--- config.mk ---
export PLATFORM = sky130hd
export DESIGN_NAME = four_key_debounce_speed_control
export DESIGN_NICKNAME = d
export VERILOG_FILES = /design/src/hdl/kdsc_pkg.sv /design/src/hdl/kdsc_cfg.sv /design/src/hdl/kdsc_core.sv /design/src/hdl/four_key_debounce_speed_control.sv
export SDC_FILE = /design/constraint.sdc
export NUM_CORES = 1
export LEC_CHECK = 0
export ABC_AREA = 0
export BUFFER_PORTS_ARGS = -buffer_cell sky130_fd_sc_hd__buf_2
export CORE_ASPECT_RATIO = 0.9
export CORE_MARGIN = 4
export CORE_UTILIZATION = 65
export CTS_CLUSTER_SIZE = 12
export DETAILED_ROUTE_END_ITERATION = 6
export GPL_TIMING_DRIVEN = 0
export PLACE_DENSITY_LB_ADDON = 0.15
export SLEW_MARGIN = 0
export SYNTH_ARGS = -nofsm -noshare
export SYNTH_HDL_FRONTEND = slang
export SYNTH_SLANG_ARGS = --single-unit
export TNS_END_PERCENT = 100
--- constraint.sdc ---
create_clock -name clk -period 12.4 [get_ports clk]
set_input_delay 3.72 -clock clk [delete_from_list [all_inputs] [get_ports clk]]
set_output_delay 3.72 -clock clk [all_outputs]
set_load 0.005 [all_outputs]
--- src/hdl/kdsc_pkg.sv ---
// ----------------------------------------------------------------------------
// kdsc_pkg
// Shared types and constants for the four-key debounce and speed control.
// ----------------------------------------------------------------------------
package kdsc_pkg;

	localparam int unsigned NUM_KEYS  = 4;
	localparam int unsigned KEY_W     = 3;
	localparam int unsigned CNT_W     = 8;
	localparam int unsigned PERIOD_W  = 10;
	localparam int unsigned CFG_IDX_W = 3;
	localparam int unsigned CFG_DW    = 10;

	localparam logic [CNT_W-1:0]    PRESS_TICKS_RST   = 8'd8;
	localparam logic [CNT_W-1:0]    RELEASE_TICKS_RST = 8'd200;
	localparam logic [CNT_W-1:0]    PERIOD_STEP_RST   = 8'd10;
	localparam logic [PERIOD_W-1:0] PERIOD_MIN_RST    = 10'd10;
	localparam logic [PERIOD_W-1:0] PERIOD_MAX_RST    = 10'd400;
	localparam logic [PERIOD_W-1:0] PERIOD_START_RST  = 10'd100;

	localparam logic [KEY_W-1:0] KEY_NONE = 3'd0;
	localparam logic [KEY_W-1:0] KEY_RUN  = 3'd1;
	localparam logic [KEY_W-1:0] KEY_UP   = 3'd2;
	localparam logic [KEY_W-1:0] KEY_DOWN = 3'd3;
	localparam logic [KEY_W-1:0] KEY_STOP = 3'd4;

	typedef enum logic [CFG_IDX_W-1:0] {
		REG_PRESS_TICKS   = 3'd0,
		REG_RELEASE_TICKS = 3'd1,
		REG_PERIOD_STEP   = 3'd2,
		REG_PERIOD_MIN    = 3'd3,
		REG_PERIOD_MAX    = 3'd4,
		REG_PERIOD_START  = 3'd5
	} reg_idx_t;

	typedef struct packed {
		logic [CNT_W-1:0]    press_ticks;
		logic [CNT_W-1:0]    release_ticks;
		logic [CNT_W-1:0]    period_step;
		logic [PERIOD_W-1:0] period_min;
		logic [PERIOD_W-1:0] period_max;
	} cfg_t;

	typedef struct packed {
		logic [KEY_W-1:0]    fired_key;
		logic                running;
		logic [PERIOD_W-1:0] period;
		logic                pwm_enable;
		logic [PERIOD_W-1:0] pwm_reload;
		logic                armed;
	} rslt_t;

	function automatic logic [PERIOD_W-1:0] reload_of(input logic [KEY_W-1:0] key);
		logic [PERIOD_W-1:0] r;
		case (key)
			KEY_RUN:  r = 10'd299;
			KEY_UP:   r = 10'd399;
			KEY_DOWN: r = 10'd499;
			default:  r = 10'd599;
		endcase
		return r;
	endfunction

	function automatic logic [CNT_W-1:0] count_up(input logic [CNT_W-1:0] c);
		return (c == {CNT_W{1'b1}}) ? c : c + CNT_W'(1);
	endfunction

endpackage

--- src/hdl/kdsc_cfg.sv ---
// ----------------------------------------------------------------------------
// kdsc_cfg
// Configuration register file, written through a plain write port.
// ----------------------------------------------------------------------------
module kdsc_cfg
	import kdsc_pkg::*;
(
	input  logic                 clk,
	input  logic                 arst_n,
	input  logic                 cfg_we,
	input  logic [CFG_IDX_W-1:0] cfg_index,
	input  logic [CFG_DW-1:0]    cfg_data,
	output cfg_t                 cfg
);

	cfg_t cfg_q;

	always_ff @(posedge clk or negedge arst_n) begin
		if (!arst_n) begin
			cfg_q.press_ticks   <= PRESS_TICKS_RST;
			cfg_q.release_ticks <= RELEASE_TICKS_RST;
			cfg_q.period_step   <= PERIOD_STEP_RST;
			cfg_q.period_min    <= PERIOD_MIN_RST;
			cfg_q.period_max    <= PERIOD_MAX_RST;
		end else if (cfg_we) begin
			case (reg_idx_t'(cfg_index))
				REG_PRESS_TICKS:   cfg_q.press_ticks   <= cfg_data[CNT_W-1:0];
				REG_RELEASE_TICKS: cfg_q.release_ticks <= cfg_data[CNT_W-1:0];
				REG_PERIOD_STEP:   cfg_q.period_step   <= cfg_data[CNT_W-1:0];
				REG_PERIOD_MIN:    cfg_q.period_min    <= cfg_data;
				REG_PERIOD_MAX:    cfg_q.period_max    <= cfg_data;
				// period start is only loaded by reset, which also restores
				// its default, so a written value is never observed
				REG_PERIOD_START:  ;
				default:           ;
			endcase
		end
	end

	assign cfg = cfg_q;

endmodule

--- src/hdl/kdsc_core.sv ---
// ----------------------------------------------------------------------------
// kdsc_core
// Debounce state, key decode and period update; advances once per item.
// ----------------------------------------------------------------------------
module kdsc_core
	import kdsc_pkg::*;
(
	input  logic                clk,
	input  logic                arst_n,
	input  logic                advance,
	input  logic [NUM_KEYS-1:0] levels,
	input  cfg_t                cfg,
	output rslt_t               rslt
);

	logic                armed_q;
	logic [KEY_W-1:0]    cand_q;
	logic [CNT_W-1:0]    cnt_q;
	logic                run_q;
	logic [PERIOD_W-1:0] period_q;
	logic                pwm_q;
	logic [PERIOD_W-1:0] reload_q;

	logic [KEY_W-1:0]    key;
	logic [CNT_W-1:0]    cnt_press;
	logic [CNT_W-1:0]    cnt_rel;
	logic                fire;
	logic                rearm;
	logic [PERIOD_W:0]   sum;
	logic [PERIOD_W:0]   floor_lim;
	logic [PERIOD_W-1:0] period_up;
	logic [PERIOD_W-1:0] period_dn;
	logic [PERIOD_W-1:0] period_nxt;
	logic                armed_nxt;
	logic [CNT_W-1:0]    cnt_nxt;
	logic                run_nxt;
	logic                pwm_nxt;
	logic [PERIOD_W-1:0] reload_nxt;

	// lowest-numbered pressed key wins
	always_comb begin
		key = KEY_NONE;
		for (int i = NUM_KEYS - 1; i >= 0; i--) begin
			if (!levels[i])
				key = KEY_W'(i + 1);
		end
	end

	assign cnt_press = (key != KEY_NONE && key == cand_q) ? count_up(cnt_q) : '0;
	assign fire      = armed_q && (key != KEY_NONE) && (cnt_press >= cfg.press_ticks);
	assign cnt_rel   = (levels == {NUM_KEYS{1'b1}}) ? count_up(cnt_q) : cnt_q;
	assign rearm     = !armed_q && (cnt_rel >= cfg.release_ticks);

	assign sum       = {1'b0, period_q} + {3'b000, cfg.period_step};
	assign floor_lim = {1'b0, cfg.period_min} + {3'b000, cfg.period_step};

	always_comb begin
		if (period_q < cfg.period_max && sum <= {1'b0, cfg.period_max})
			period_up = sum[PERIOD_W-1:0];
		else
			period_up = cfg.period_max;

		if (period_q > cfg.period_min && {1'b0, period_q} >= floor_lim)
			period_dn = period_q - {2'b00, cfg.period_step};
		else
			period_dn = cfg.period_min;
	end

	always_comb begin
		armed_nxt  = armed_q;
		cnt_nxt    = cnt_q;
		run_nxt    = run_q;
		period_nxt = period_q;
		pwm_nxt    = pwm_q;
		reload_nxt = reload_q;
		if (armed_q) begin
			cnt_nxt = cnt_press;
			if (fire) begin
				case (key)
					KEY_RUN:  run_nxt    = 1'b1;
					KEY_STOP: run_nxt    = 1'b0;
					KEY_UP:   period_nxt = period_up;
					KEY_DOWN: period_nxt = period_dn;
					default:  ;
				endcase
				reload_nxt = reload_of(key);
				pwm_nxt    = 1'b1;
				armed_nxt  = 1'b0;
				cnt_nxt    = '0;
			end
		end else begin
			cnt_nxt = cnt_rel;
			if (rearm) begin
				cnt_nxt   = '0;
				armed_nxt = 1'b1;
				pwm_nxt   = 1'b0;
			end
		end
	end

	always_ff @(posedge clk or negedge arst_n) begin
		if (!arst_n) begin
			armed_q  <= 1'b1;
			cand_q   <= KEY_NONE;
			cnt_q    <= '0;
			run_q    <= 1'b0;
			period_q <= PERIOD_START_RST;
			pwm_q    <= 1'b0;
			reload_q <= '0;
		end else if (advance) begin
			armed_q  <= armed_nxt;
			// candidate only tracks while armed; it holds through lockout
			if (armed_q)
				cand_q <= key;
			cnt_q    <= cnt_nxt;
			run_q    <= run_nxt;
			period_q <= period_nxt;
			pwm_q    <= pwm_nxt;
			reload_q <= reload_nxt;
		end
	end

	assign rslt.fired_key  = fire ? key : KEY_NONE;
	assign rslt.running    = run_nxt;
	assign rslt.period     = period_nxt;
	assign rslt.pwm_enable = pwm_nxt;
	assign rslt.pwm_reload = reload_nxt;
	assign rslt.armed      = armed_nxt;

endmodule

--- src/hdl/four_key_debounce_speed_control.sv ---
// ----------------------------------------------------------------------------
// four_key_debounce_speed_control
// Four-key debouncer with release lockout, run flag and period control.
//
//   channel  direction  handshake            payload
//   cfg      in         cfg_we               cfg_index, cfg_data
//   in       in         in_valid / in_stall  key_levels
//   out      out        out_valid/out_stall  fired_key, running, period,
//                                            pwm_enable, pwm_reload, armed
//
// One item per cycle while the output is not stalled.
// An item waits in the input register, then the state update and result
// are computed in one pass into the output register.
// Reset clears the debounce state, loads the default period and registers.
// With the output stalled, one more item is taken into the input register.
// ----------------------------------------------------------------------------
module four_key_debounce_speed_control
	import kdsc_pkg::*;
(
	input  logic                 clk,
	input  logic                 arst_n,
	input  logic                 cfg_we,
	input  logic [CFG_IDX_W-1:0] cfg_index,
	input  logic [CFG_DW-1:0]    cfg_data,
	input  logic                 in_valid,
	output logic                 in_stall,
	input  logic [NUM_KEYS-1:0]  key_levels,
	output logic                 out_valid,
	input  logic                 out_stall,
	output logic [KEY_W-1:0]     fired_key,
	output logic                 running,
	output logic [PERIOD_W-1:0]  period,
	output logic                 pwm_enable,
	output logic [PERIOD_W-1:0]  pwm_reload,
	output logic                 armed
);

	cfg_t                cfg;
	rslt_t               rslt;
	rslt_t               rslt_s2;
	logic                vld_s1;
	logic                vld_s2;
	logic [NUM_KEYS-1:0] levels_s1;
	logic                advance;
	logic                take_in;

	assign advance  = vld_s1 && (!vld_s2 || !out_stall);
	assign in_stall = vld_s1 && !advance;
	assign take_in  = in_valid && !in_stall;

	kdsc_cfg u_cfg (
		.clk       (clk),
		.arst_n    (arst_n),
		.cfg_we    (cfg_we),
		.cfg_index (cfg_index),
		.cfg_data  (cfg_data),
		.cfg       (cfg)
	);

	kdsc_core u_core (
		.clk     (clk),
		.arst_n  (arst_n),
		.advance (advance),
		.levels  (levels_s1),
		.cfg     (cfg),
		.rslt    (rslt)
	);

	always_ff @(posedge clk or negedge arst_n) begin
		if (!arst_n) begin
			vld_s1 <= 1'b0;
			vld_s2 <= 1'b0;
		end else begin
			if (take_in)
				vld_s1 <= 1'b1;
			else if (advance)
				vld_s1 <= 1'b0;
			if (advance)
				vld_s2 <= 1'b1;
			else if (!out_stall)
				vld_s2 <= 1'b0;
		end
	end

	always_ff @(posedge clk) begin
		if (take_in)
			levels_s1 <= key_levels;
		if (advance)
			rslt_s2 <= rslt;
	end

	assign out_valid  = vld_s2;
	assign fired_key  = rslt_s2.fired_key;
	assign running    = rslt_s2.running;
	assign period     = rslt_s2.period;
	assign pwm_enable = rslt_s2.pwm_enable;
	assign pwm_reload = rslt_s2.pwm_reload;
	assign armed      = rslt_s2.armed;

endmodule
==> results.md, run 1 <==
- Most frequent cells in the layout: nand2_1 (86), ha_1 (80), dfrtp_1 (65)
- Post-Route Skew: 0.00746 ns
- H-Tree Depth: 3
- Initial antenna violation count: 0
- Max Cap Viol: 0
- Layout area overhead: 10.7%
- Die area: 0.0130 sq mm
- Synth Instances: 755
- Hold depth: 1
- Layout cells sized above 1: 16.0%
- Multiplexer share of the synthesized area: 7.87%
- Ys flop type: dfrtp_1
- Placed insts: 957
- First-pass GRT wire length: 29200 um
- Syn Area/Cell: 9.66 sq um
- Slew HR: 6.01%
- CTS buffer count: 9
- Final WL: 17500 um
- DR WL met3: 1130 um
- Status: finished clean
- # hold bufs at CTS: 0
- Crit end category: output port
- Clock Pin Slew Worst Setup and Hold Paths: 0.08 ns
- Xor/xnor share of the synthesized area: 3.36%
- Initial Utilization: 66.9%
- Setup Buffers After CTS: 0
- Reg2Reg Capture Point: period[2]$_DFFE_PP_
- Remaining DRCs: 0
- Distinct cells, synth: 65
- Post-DR vias/cell: 5.98
- F_max: 0.128 GHz
- Iteration-0 DRC Markers: 545
- Post-Synth Simple-Gate Area: 13.5%
- Total track usage: 28.4%
- Worst-path fanout max: 3
- Reg2Reg Setup Slack: 7.77 ns
- Clock Sinks: 110
- Worst slew pin tran: 1.40 ns
- Post-synth EDFFs: 30
- Yosys reg bits: 110
- CTS Buffer Depth: 2
- Power Density: 148 mW/mm^2
- RSZ-0062 raised after global routing: false
- Worst Reg-to-Reg Cells: 16
- Yosys warns: 0
- CTS tree: done
- Root buffer cell: clkbuf_16
- Die height: 109 um
- Core Footprint: 0.0109 sq mm
- Finished Layout Cells: 973
- Pleak: 3.83 nW
- DR pass1 iterations: 5
- Hold_sp: u_core.reload_q[0]$_DFFE_PN0P_
- Post-synthesis compound-gate area fraction: 16.3%
- Worst VDD drop: 0.122 mV
- Largest family of logic cells by synthesized area: compound AO/OA/AOI/OAI gates
- Max Slew Vio Count: 0
- TNS Setup: 0 ns
- Sequential area share after synthesis: 40.0%
- Most common cell after layout, fill and taps aside: nand2_1
- Crit start category: input pin
- Hold Fails Final Rpt: 0
- Largest net degree at the start of global routing: 68
- I/O pin total: 50
- GR Overflow Total: 0
- Fin crit period: 7.83 ns
- Post-synthesis adder-cell area fraction: 14.5%
- WP data required: 8.68 ns
- Routed met1 length: 8240 um
- RR Startpoint: u_cfg.cfg[21]$_DFFE_PN1P_
- Fin nets: 921
- Ant. Diodes: 0
- Routability Congestion: 0.887
- DR WL/cell: 17.9 um
- Worst EP arrival: 4.11 ns
- Synthesized cell area: 0.00730 sq mm
- HP Class: reg -> reg
- Final period util: 63.2%
- Fill count: 832
- Async SR Flop Fraction: 72.7%
- Vias: 5815
- PortBufs: 49
- Clk_lat worst skew: 0.35 ns
- Hold endpoint: u_core.reload_q[0]$_DFFE_PN0P_
- Final setup fails: 0
- Die width: 120 um
- Hpwl dp: 13200 um
- DR WL met2: 7830 um
- Multi-input gate area: 0.00405 sq mm
- Top Metal Used: met4
- Crit Path Class: in -> out
- Synth Net Count: 860
- Vias in the first global route: 5832
- Site Rows: 36
- Storage cell area: 0.00292 sq mm
- Routed Antenna Nets: 0
- CTS resizes: 0
-- metal layers --
metal | GRT usage, % | vias to the layer above
li1 | - | 2821
met4 | 7.85 | 0
met5 | 0 | -
met1 | 41.5 | 2773
met2 | 45.0 | 198
met3 | 3.82 | 23
-- synthesized netlist by cell type (8+ instances only) --
library cell	n	area, sq um
a21o_1	15	113
a21oi_1	39	195
clkbuf_1	18	67.6
dfrtp_1	65	1630
dfstp_2	15	394
edfxtp_1	30	901
ha_1	80	1000
inv_1	56	210
mux2_2	34	383
mux2i_1	18	180
nand2_1	86	323
nand2b_1	19	119
nand3_1	11	55.1
nor2_1	42	158
nor2b_1	10	62.6
nor3_1	9	45.0
o21ai_0	55	275
o21ai_1	10	50.1
o22ai_1	8	50.1
o31ai_1	8	60.1
xnor2_1	19	166
xor2_1	9	78.8
-- critical path, stage by stage --
cell	delay [ns]
buf_2	0.11
nand3_1	0.12
inv_1	0.05
buf_2	0.12
-- area by class of cell --
type                    instances  area share, %
multi-input cells             563           50.2
flip-flops and latches        110           36.2
repair buffers                 50           3.41
clock buffers                   9           2.79
inverters                      58           2.69
well taps                     152           2.35
plain buffers                  24           1.30
clock inverters                 7           1.13
-- through the flow --
step	power (W)	cell area [sq um]	setup slack, ns	hold WS, ns	util [%]
3_5_place_dp	0.000891	7760	4.56	0.454	71.2
6_report	0.00120	8080	4.57	0.470	74.1
2_1_floorplan	0.000774	7300	4.81	0.425	-
3_3_place_gp	0.000864	7730	4.60	0.441	70.9
4_1_cts	0.00119	8080	4.56	0.473	74.1
5_1_grt	0.00128	8080	4.53	0.481	74.1
-- worst max path at each step --
| stage | start | end | slack [ns] |
|---|---|---|---|
| after floorplan | out_stall | in_stall | 4.81 |
| after global placement | out_stall | in_stall | 4.60 |
| after detailed placement | out_stall | in_stall | 4.56 |
| after CTS | out_stall | in_stall | 4.56 |
| after global routing | out_stall | in_stall | 4.53 |
| final | out_stall | in_stall | 4.57 |
-- cells by family (layout without fill, tap and decap cells) --
| logic type | Yosys count | in the layout |
|---|---|---|
| muxes | 53 | 53 |
| and+or+nand+nor | 211 | 211 |
| xor gates and xnor gates | 28 | 28 |
| AOI/OAI and AO/OA | 188 | 188 |
| DFF | 110 | 110 |
| buffers and inverters | 82 | 148 |
| adders and majority gates | 83 | 83 |
-- report_power, final --
part	leakage [nW]	switching (W)	total (W)	internal, W
Combinational	2.40	0.000234	0.000411	0.000177
Clock	0.157	0.000144	0.000306	0.000162
Sequential	1.28	0.0000426	0.000481	0.000438
-- sequential cells by signal (all words and copies together), names as in the netlist, 3 cells and up --
signal / count
fired_key: 3
levels_s1: 4
period: 10
pwm_reload: 10
u_cfg.cfg: 44
u_core.cand_q: 3
u_core.cnt_q: 8
u_core.period_q: 10
u_core.reload_q: 10
Note: power is estimated with default switching activity, not from simulation.
==> run 2, diff against run 1 <==
--- a/config.mk
+++ b/config.mk
@@ -9,7 +9,7 @@
 export BUFFER_PORTS_ARGS = -buffer_cell sky130_fd_sc_hd__buf_2
 export CORE_ASPECT_RATIO = 0.9
 export CORE_MARGIN = 4
-export CORE_UTILIZATION = 65
+export CORE_UTILIZATION = 56
 export CTS_CLUSTER_SIZE = 12
 export DETAILED_ROUTE_END_ITERATION = 6
 export GPL_TIMING_DRIVEN = 0
==> constraint.sdc (replaced) <==
create_clock -name clk -period 6.3 [get_ports clk]
set_input_delay 1.89 -clock clk [delete_from_list [all_inputs] [get_ports clk]]
set_output_delay 1.89 -clock clk [all_outputs]
set_load 0.005 [all_outputs]
==> run 2 against run 1 <==
Against the previous run: power increased by 100%; sequential share of layout area fell by 0.16 points; cell count is 1.2% higher; final area up 0.43%; sequential power grew 97%; sequential cell count stayed put; clock power increased by 110%; register-to-register slack worse by 6.1 ns; die area is 15% higher; count of clock-buffer cells in the layout did not move; clock skew down 0.00084 ns; highest routed layer unchanged.
==> results.md, run 2 (synthesis gave the netlist of run 1 again) <==
- Die width: 128 um (+7.2%)
- Max Slew Vio Count: 0 (unchanged)
- Fill count: 1055 (+27%)
- Psw: 0.000825 W (+96%)
- Pleak: 3.83 nW (about the same)
- Slew HR: 43.0% (+37 points)
- Fin util: 63.7% (-10 points)
- Die area: 0.0149 sq mm (+15%)
- Final WL: 18000 um (+3.1%)
- Clock Pin Slew Worst Setup and Hold Paths: 0.07 ns (about the same)
- Layout cells sized above 1: 16.1% (+0.12 points)
- Top delay family on crit path: compound AO/OA/AOI/OAI gates
- Logic pwr share: 34.0% (-0.3 points)
- F_max: 0.214 GHz
- TNS Setup: 0 ns (unchanged)
- Setup Buffers After CTS: 0 (unchanged)
- Root buffer cell: clkbuf_16
- Hold Fails Final Rpt: 0 (unchanged)
- Final setup fails: 0 (unchanged)
- RSZ-0062 raised after global routing: false
- CP dominant cell by count: ha_1
- Worst VDD drop: 0.165 mV (+35%)
- Crit Path Class: reg -> reg
- Iteration-0 DRC Markers: 531 (-2.6%)
- Crit start category: flop
- Power Density: 295 mW/mm^2 (+99%)
- Worst EP arrival: 4.76 ns (+0.65 ns)
- Vias: 5861 (+0.79%)
- H-Tree Depth: 3 (unchanged)
- Hpwl dp: 13800 um (+4.0%)
- HP Class: reg -> reg
- Fin crit period: 4.66 ns
- Core Footprint: 0.0127 sq mm (+17%)
- Crit end category: flop
- Clk_lat worst skew: 0.35 ns (about the same)
- Crit path buf inv count: 2 (-1)
- Worst slew pin tran: 0.856 ns (-0.544 ns)
- Worst-path fanout max: 10 (+7)
- Power share of the clock group: 26.4% (+0.8 points)
- Most common cell after layout, fill and taps aside: nand2_1
- Remaining DRCs: 0 (unchanged)
- Pint: 0.00157 W (+100%)
- # hold bufs at CTS: 0 (unchanged)
- CTS tree: done
- Post-DR vias/cell: 5.95 (-0.44%)
- Switching portion of total power: 34.5% (-0.59 points)
- I/O pin total: 50 (unchanged)
- Crit-path cells: inv_1 -> ha_1 -> nor2b_1 -> o311ai_1 -> a2111oi_0 -> o31ai_1 -> xnor2_1 -> ha_1 -> nand2_1 -> or4_1 -> o21ai_0 -> o21ai_1 -> a311oi_2 -> buf_6 -> mux2i_1 -> o22ai_1 -> mux2_2
- Max incr delay on CP: 0.58 ns (+0.46 ns)
- Ant. Diodes: 0 (unchanged)
- Fin nets: 921 (unchanged)
- Largest net degree at the start of global routing: 50 (-26%)
- Post-Route Skew: 0.00662 ns (-0.000837 ns)
- CTS Buffer Depth: 2 (unchanged)
- Routability Congestion: 0.914 (+3.0%)
- Max FFs per register: 44 (unchanged)
- Total track usage: 25.1% (-3.3 points)
- Most frequent cells in the layout: nand2_1 (86), ha_1 (80), dfrtp_1 (65)
- DR WL/cell: 18.3 um (+1.8%)
- Site Rows: 39 (+8.3%)
- Critical path's slowest cell: dfstp_2
- PortBufs: 49 (unchanged)
- CTS resizes: 0 (unchanged)
- Initial antenna violation count: 0 (unchanged)
- Finished Layout Cells: 985 (+1.2%)
- Final period util: 74.0%
- Die height: 116 um (+7.2%)
- Initial Utilization: 57.3% (-9.6 points)
- Routed Antenna Nets: 0 (unchanged)
- Clock Sinks: 110 (unchanged)
- GR Overflow Total: 0 (unchanged)
- WP data required: 6.40 ns (-2.28 ns)
- First-pass GRT wire length: 29400 um (+0.59%)
- CTS buffer count: 9 (unchanged)
- Max Cap Viol: 0 (unchanged)
- Status: finished clean
- Vias in the first global route: 5603 (-3.9%)
- Power Total: 0.00239 W (+100%)
- Sequential share of power: 39.6% (-0.5 points)
- Placed insts: 969 (+1.3%)
- Layout area overhead: 11.2%
- DR pass1 iterations: 6 (+1)
## run 2: cell types whose count changed in the layout (fill, tap and decap cells not counted), sizes merged
cell / before / now
clkinv: 3 / 1
clkinvlp: 0 / 2
bufinv: 1 / 2
inv: 61 / 60
## run 2: routing by layer
metal,vias up,share of wire [%],track usage (%),routed length [um]
met5,-,0,0,0
met4,0,1.2,5.87,224
met3,19,6.9,5.03,1250
met2,213,44,37.7,7880
met1,2817,48,37.7,8640
li1,2812,-,-,-
## run 2: power groups by stage
stage          clock, W  combinational [W]  sequential, W
2_1_floorplan         0           0.000589       0.000934
3_3_place_gp          0           0.000757       0.000954
3_5_place_dp          0           0.000796       0.000958
4_1_cts        0.000643           0.000804       0.000945
5_1_grt        0.000673           0.000918       0.000962
6_report       0.000631           0.000813       0.000947
## run 2: area by class of cell
| class | count | area (sq um) | area share (%) |
|---|---|---|---|
| buffer | 24 | 105 | 1.30 |
| clock buffer | 9 | 225 | 2.78 |
| sequential | 110 | 2920 | 36.0 |
| tap | 164 | 205 | 2.53 |
| inverter | 58 | 218 | 2.68 |
| multi-input combinational | 563 | 4060 | 50.0 |
| timing repair buffer | 50 | 275 | 3.39 |
| clock inverter | 7 | 106 | 1.31 |
## run 2: path summary, 6_finish.rpt
| check | start | end | slack [ns] | cells after the start |
|---|---|---|---|---|
| min reg2reg | u_core.reload_q[0]$_DFFE_PN0P_ | u_core.reload_q[0]$_DFFE_PN0P_ | 0.47 | 1 |
| max in group asynchronous | arst_n | u_cfg.cfg[21]$_DFFE_PN1P_ | 4.15 | 2 |
| max | u_cfg.cfg[21]$_DFFE_PN1P_ | period[4]$_DFFE_PP_ | 1.64 | 17 |
| max reg2reg | u_cfg.cfg[21]$_DFFE_PN1P_ | period[4]$_DFFE_PP_ | 1.64 | 17 |
| min in group asynchronous | arst_n | u_core.reload_q[5]$_DFFE_PN0P_ | 1.49 | 1 |
| min | u_core.reload_q[0]$_DFFE_PN0P_ | u_core.reload_q[0]$_DFFE_PN0P_ | 0.47 | 1 |
## run 2: through the flow
stage          worst slack [ns]  hold slack [ns]  instance area, sq um
6_report                   1.64            0.471                  8120
2_1_floorplan              2.19            0.425                  7300
3_3_place_gp               1.76            0.441                  7750
3_5_place_dp               1.73            0.447                  7780
4_1_cts                    1.68            0.468                  8110
5_1_grt                    1.24            0.499                  8120
